File: src/hw/rtl/lse_pkg.sv
`timescale 1ns / 1ps
// ----------------------------------------------------------------------------
// lse_pkg
// Shared constants and types of the linear spline evaluator.
// ----------------------------------------------------------------------------
package lse_pkg;

	localparam int COORD_W = 32;
	localparam int IDX_W   = 6;
	localparam int T_W     = 18;
	localparam int FRAC_W  = 17;
	localparam int COUNT_W = 7;
	localparam int Q16_SH  = 16;
	localparam int DIFF_W  = COORD_W + 1;
	localparam int PROD_W  = DIFF_W + FRAC_W + 1;

	localparam logic [FRAC_W-1:0] Q16_ONE  = FRAC_W'(1 << Q16_SH);
	localparam logic [FRAC_W-1:0] Q16_ZERO = '0;

	localparam logic MODE_WRITE = 1'b0;
	localparam logic MODE_EVAL  = 1'b1;

	localparam logic STATUS_OK    = 1'b0;
	localparam logic STATUS_RANGE = 1'b1;

	typedef struct packed {
		logic ld4;
		logic ld5;
		logic ld6;
		logic zero6;
	} lse_lerp_ctrl_t;

endpackage

File: src/hw/rtl/lse_lerp.sv
`timescale 1ns / 1ps
// ----------------------------------------------------------------------------
// lse_lerp
// Three-stage interpolation of one coordinate: difference, product, sum.
// ----------------------------------------------------------------------------
module lse_lerp import lse_pkg::*; (
	input  logic                      clk,
	input  lse_lerp_ctrl_t            ctrl,
	input  logic signed [COORD_W-1:0] lo,
	input  logic signed [COORD_W-1:0] hi,
	input  logic [FRAC_W-1:0]         frac,
	output logic [COORD_W-1:0]        result
);

	logic signed [DIFF_W-1:0]  diff_s4;
	logic signed [COORD_W-1:0] lo_s4;
	logic [FRAC_W-1:0]         frac_s4;
	logic signed [PROD_W-1:0]  prod_s5;
	logic signed [COORD_W-1:0] lo_s5;
	logic [COORD_W-1:0]        res_s6;
	logic [COORD_W-1:0]        sum;

	always_ff @(posedge clk) begin
		if (ctrl.ld4) begin
			diff_s4 <= DIFF_W'(hi) - DIFF_W'(lo);
			lo_s4   <= lo;
			frac_s4 <= frac;
		end
	end

	always_ff @(posedge clk) begin
		if (ctrl.ld5) begin
			prod_s5 <= PROD_W'(diff_s4) * PROD_W'(signed'({1'b0, frac_s4}));
			lo_s5   <= lo_s4;
		end
	end

	// floor of the Q16 product: arithmetic shift, then wrap to 32 bits
	assign sum = COORD_W'(lo_s5) + prod_s5[Q16_SH +: COORD_W];

	always_ff @(posedge clk) begin
		if (ctrl.ld6) begin
			res_s6 <= ctrl.zero6 ? '0 : sum;
		end
	end

	assign result = res_s6;

endmodule

File: config.mk
export PLATFORM = sky130hd
export DESIGN_NAME = lse_lerp
export DESIGN_NICKNAME = d
export VERILOG_FILES = /design/src/hw/rtl/lse_pkg.sv /design/src/hw/rtl/lse_lerp.sv
export SDC_FILE = /design/constraint.sdc
export NUM_CORES = 2
export LEC_CHECK = 0
export BUFFER_PORTS_ARGS = -buffer_cell sky130_fd_sc_hd__buf_2
export CAP_MARGIN = 20
export CORE_MARGIN = 2
export CORE_UTILIZATION = 67
export CTS_CLUSTER_SIZE = 25
export DETAILED_ROUTE_END_ITERATION = 10
export PLACE_DENSITY_LB_ADDON = 0.05
export SETUP_SLACK_MARGIN = 0.05
export SLEW_MARGIN = 10
export SYNTH_ARGS = -nofsm -noshare
export SYNTH_HDL_FRONTEND = slang
export SYNTH_SLANG_ARGS = --single-unit
File: constraint.sdc
create_clock -name clk -period 11.05 [get_ports clk]
set_clock_uncertainty 0.1 [all_clocks]
set_input_delay 2.21 -clock clk [delete_from_list [all_inputs] [get_ports clk]]
set_output_delay 2.21 -clock clk [all_outputs]
set_load 0.02 [all_outputs]
==> impl_metrics.json <==
{
  "worst_setup_path_end_kind": "flip-flop",
  "antenna_found_initial": 1,
  "post_cts.repair.setup_buffers": 0,
  "synth_enable_flop_cells": 178,
  "timing_worst_slew_pin_value_ns": 1.09,
  "post_cts_resized": 0,
  "postSynthRegisterBits": 178,
  "synth_top_area_frac": 0.382,
  "die_height_microns": 205,
  "synth.area.mux_share": 0.000833,
  "cts_max_level": 4,
  "synthesis.nets": 3498,
  "vias_per_cell": 5.67,
  "clkSlewWorstSetupHoldPaths_ns": 0.08,
  "drv.max_cap_violation_count": 0,
  "critical_path.reg2reg.startpoint": "frac_s4[6]$_DFFE_PP_",
  "drtPass1Iterations": 5,
  "grt_pass1_vias": 20928,
  "flow.area_growth_from_synthesis_pct": 5.96,
  "mostFrequentLayoutCells": "653 x inv_1, 516 x fa_1, 302 x and2_1",
  "count_of_endpoints_failing_setup_in_the_final_report": 0,
  "period_minus_slack_ns": 7.46,
  "n_antenna_cell": 0,
  "inserted_clock_buffers": 17,
  "dominant_combinational_cell_family_by_area_after_synthesis": "adder cells",
  "yosys_warnings": 0,
  "cp_required_ns": 11.13,
  "asyncSetResetFlopFracSynth": 0,
  "dp.final_hpwl_microns": 50300,
  "pin_count_of_the_biggest_net_entering_global_routing": 65,
  "min_from": "lo_s4[2]$_DFFE_PP_",
  "critical_path_arrival_ns": 7.55,
  "final.setup.tns_ns": 0,
  "syn_inst": 2723,
  "grt_pass1_wl_microns": 106000,
  "crit_path_start_kind": "flip-flop",
  "die_w_microns": 205,
  "synthTopCellsByArea": "fa_1 38%, edfxtp_1 20%, inv_1 9.1%",
  "n_fill_cell": 2999,
  "mostFrequentLayoutCell": "inv_1",
  "groute.usage.overall": 0.334,
  "avgSynthCellArea_sq_um": 9.93,
  "timing_max_transition_violations_final": 0,
  "synthSimpleGateAreaFrac": 0.146,
  "setup_repair_after_global_routing_missed_its_margin": "false",
  "synth_ff_type": "edfxtp_1",
  "path_class": "reg -> reg",
  "synth_xor_area_frac": 0.0285,
  "initial_drt_markers": 1172,
  "synth-compound-area-share": 0.0624,
  "global_route_overflow": 0,
  "route.vias.total": 18843,
  "hold_class": "reg -> reg",
  "rows": 73,
  "design.die.area_sq_um": 42000,
  "detail_route.wl_per_cell_microns": 19.4,
  "io-pin-count": 118,
  "layout-drive-gt1-share": 0.0675,
  "synth.yosys.seq_area_share": 0.198,
  "cts_root_buf": "clkbuf_16",
  "final_antenna_violating_net_count": 0,
  "io_buffers": 117,
  "finalWeightedCongestion": 0.904,
  "final-hold-violation-count": 0,
  "final_net_count": 3562,
  "netlist-cell-type-count": 65,
  "clock_insertion_delay_worst_skew_ns": 0.47,
  "design.core.area_sq_um": 39800,
  "critical_path.max_fanout": 33,
  "period_share": 0.675,
  "max_slew_margin": 0.273,
  "mappedNetlistArea_sq_um": 27000,
  "yosys.area_share.adder": 0.462,
  "totalWireLength_microns": 64600,
  "cts.path.max_buffers": 2,
  "fmax_mhz": 134,
  "postCtsHoldBufs": 0,
  "synth_largest_area_cell": "fa_1",
  "cts_sinks": 178,
  "critical_path.startpoint": "frac_s4[6]$_DFFE_PP_",
  "clock_tree_from_tritoncts": "built",
  "route.detailed.drc": 0,
  "run_status": "finished clean",
  "initial_core_utilization": 0.679
}
worst max-delay path, stage by stage (launching register included):
cell and delay [ns]:
edfxtp_1 1.06, and2_1 0.29, fa_1 0.41, inv_1 0.09
fa_1 0.43, fa_1 0.51, inv_1 0.05, fa_1 0.46
fa_1 0.54, inv_1 0.07, fa_1 0.47, inv_1 0.04
ha_1 0.35, a21oi_1 0.15, o21ai_1 0.10, a221oi_2 0.54
a21o_1 0.25, a21oi_1 0.13, or4_4 0.56, nor2b_4 0.15
o41ai_2 0.27, o311ai_1 0.14
final cells by class:
type	count	area, sq um	area share
Timing Repair Buffer	134	716	0.0250
Tap cell	525	657	0.0229
Sequential cell	178	5350	0.187
Inverter	653	2450	0.0855
Clock buffer	17	425	0.0148
Clock inverter	15	148	0.00515
Multi-Input combinational cell	1803	18900	0.660
registers in the layout (all words and copies together), names as in the netlist:
register	count
prod_s5	32
frac_s4	17
lo_s5	32
lo_s4	32
diff_s4	33
result	32
cells in the mapped netlist, types with 19 or more instances:
cell      number
inv_1        653
fa_1         516
and2_1       302
nand2_1      294
edfxtp_1     178
ha_1         173
clkbuf_1      87
a21oi_1       84
nor2_1        65
xnor2_1       59
o21ai_0       33
a21o_1        30
xor2_1        29
nor3_1        21
nand3_1       19
nor2b_1       19
o21a_1        19
routing by layer:
metal | GRT usage | part of all wire | vias up
met1 | 0.411 | 0.38 | 9591
met4 | 0.166 | 0.055 | 0
met5 | 0 | 0 | -
li1 | - | - | 8408
met2 | 0.582 | 0.51 | 640
met3 | 0.0433 | 0.056 | 204
kinds of logic (layout without fill, tap and decap cells):
kind of cell,count (synthesis),count (layout)
buffers and inverters,742,819
AND/OR/NAND/NOR,775,775
adder cells (fa/ha/maj),689,689
XOR/XNOR,88,88
multiplexers,2,2
AO/OA/AOI/OAI,249,249
flip-flops,178,178
metrics by stage:
step | worst slack, ns | hold WS [ns] | instances | util | instance area (sq um)
global placement | 3.82 | 0.300 | 3293 | 0.705 | 28100
floorplan | 4.63 | 0.300 | 2723 | - | 27000
global route | 3.25 | 0.324 | 3325 | 0.720 | 28700
CTS | 3.58 | 0.313 | 3325 | 0.720 | 28700
detailed placement | 3.65 | 0.305 | 3293 | 0.705 | 28100
finish | 3.59 | 0.319 | 3325 | 0.720 | 28700
final timing paths:
kind                                end  slack [ns]  cells past startpoint
hold / removal       lo_s5[2]$_DFFE_PP_        0.32                      0
setup reg to reg  prod_s5[41]$_DFFE_PP_        3.59                     21
setup / recovery  prod_s5[41]$_DFFE_PP_        3.59                     21
hold reg to reg      lo_s5[2]$_DFFE_PP_        0.32                      0
Power is left out: the tool's default activity adds up to more than one toggle a clock period on the data nets, which glitch-free logic cannot reach.
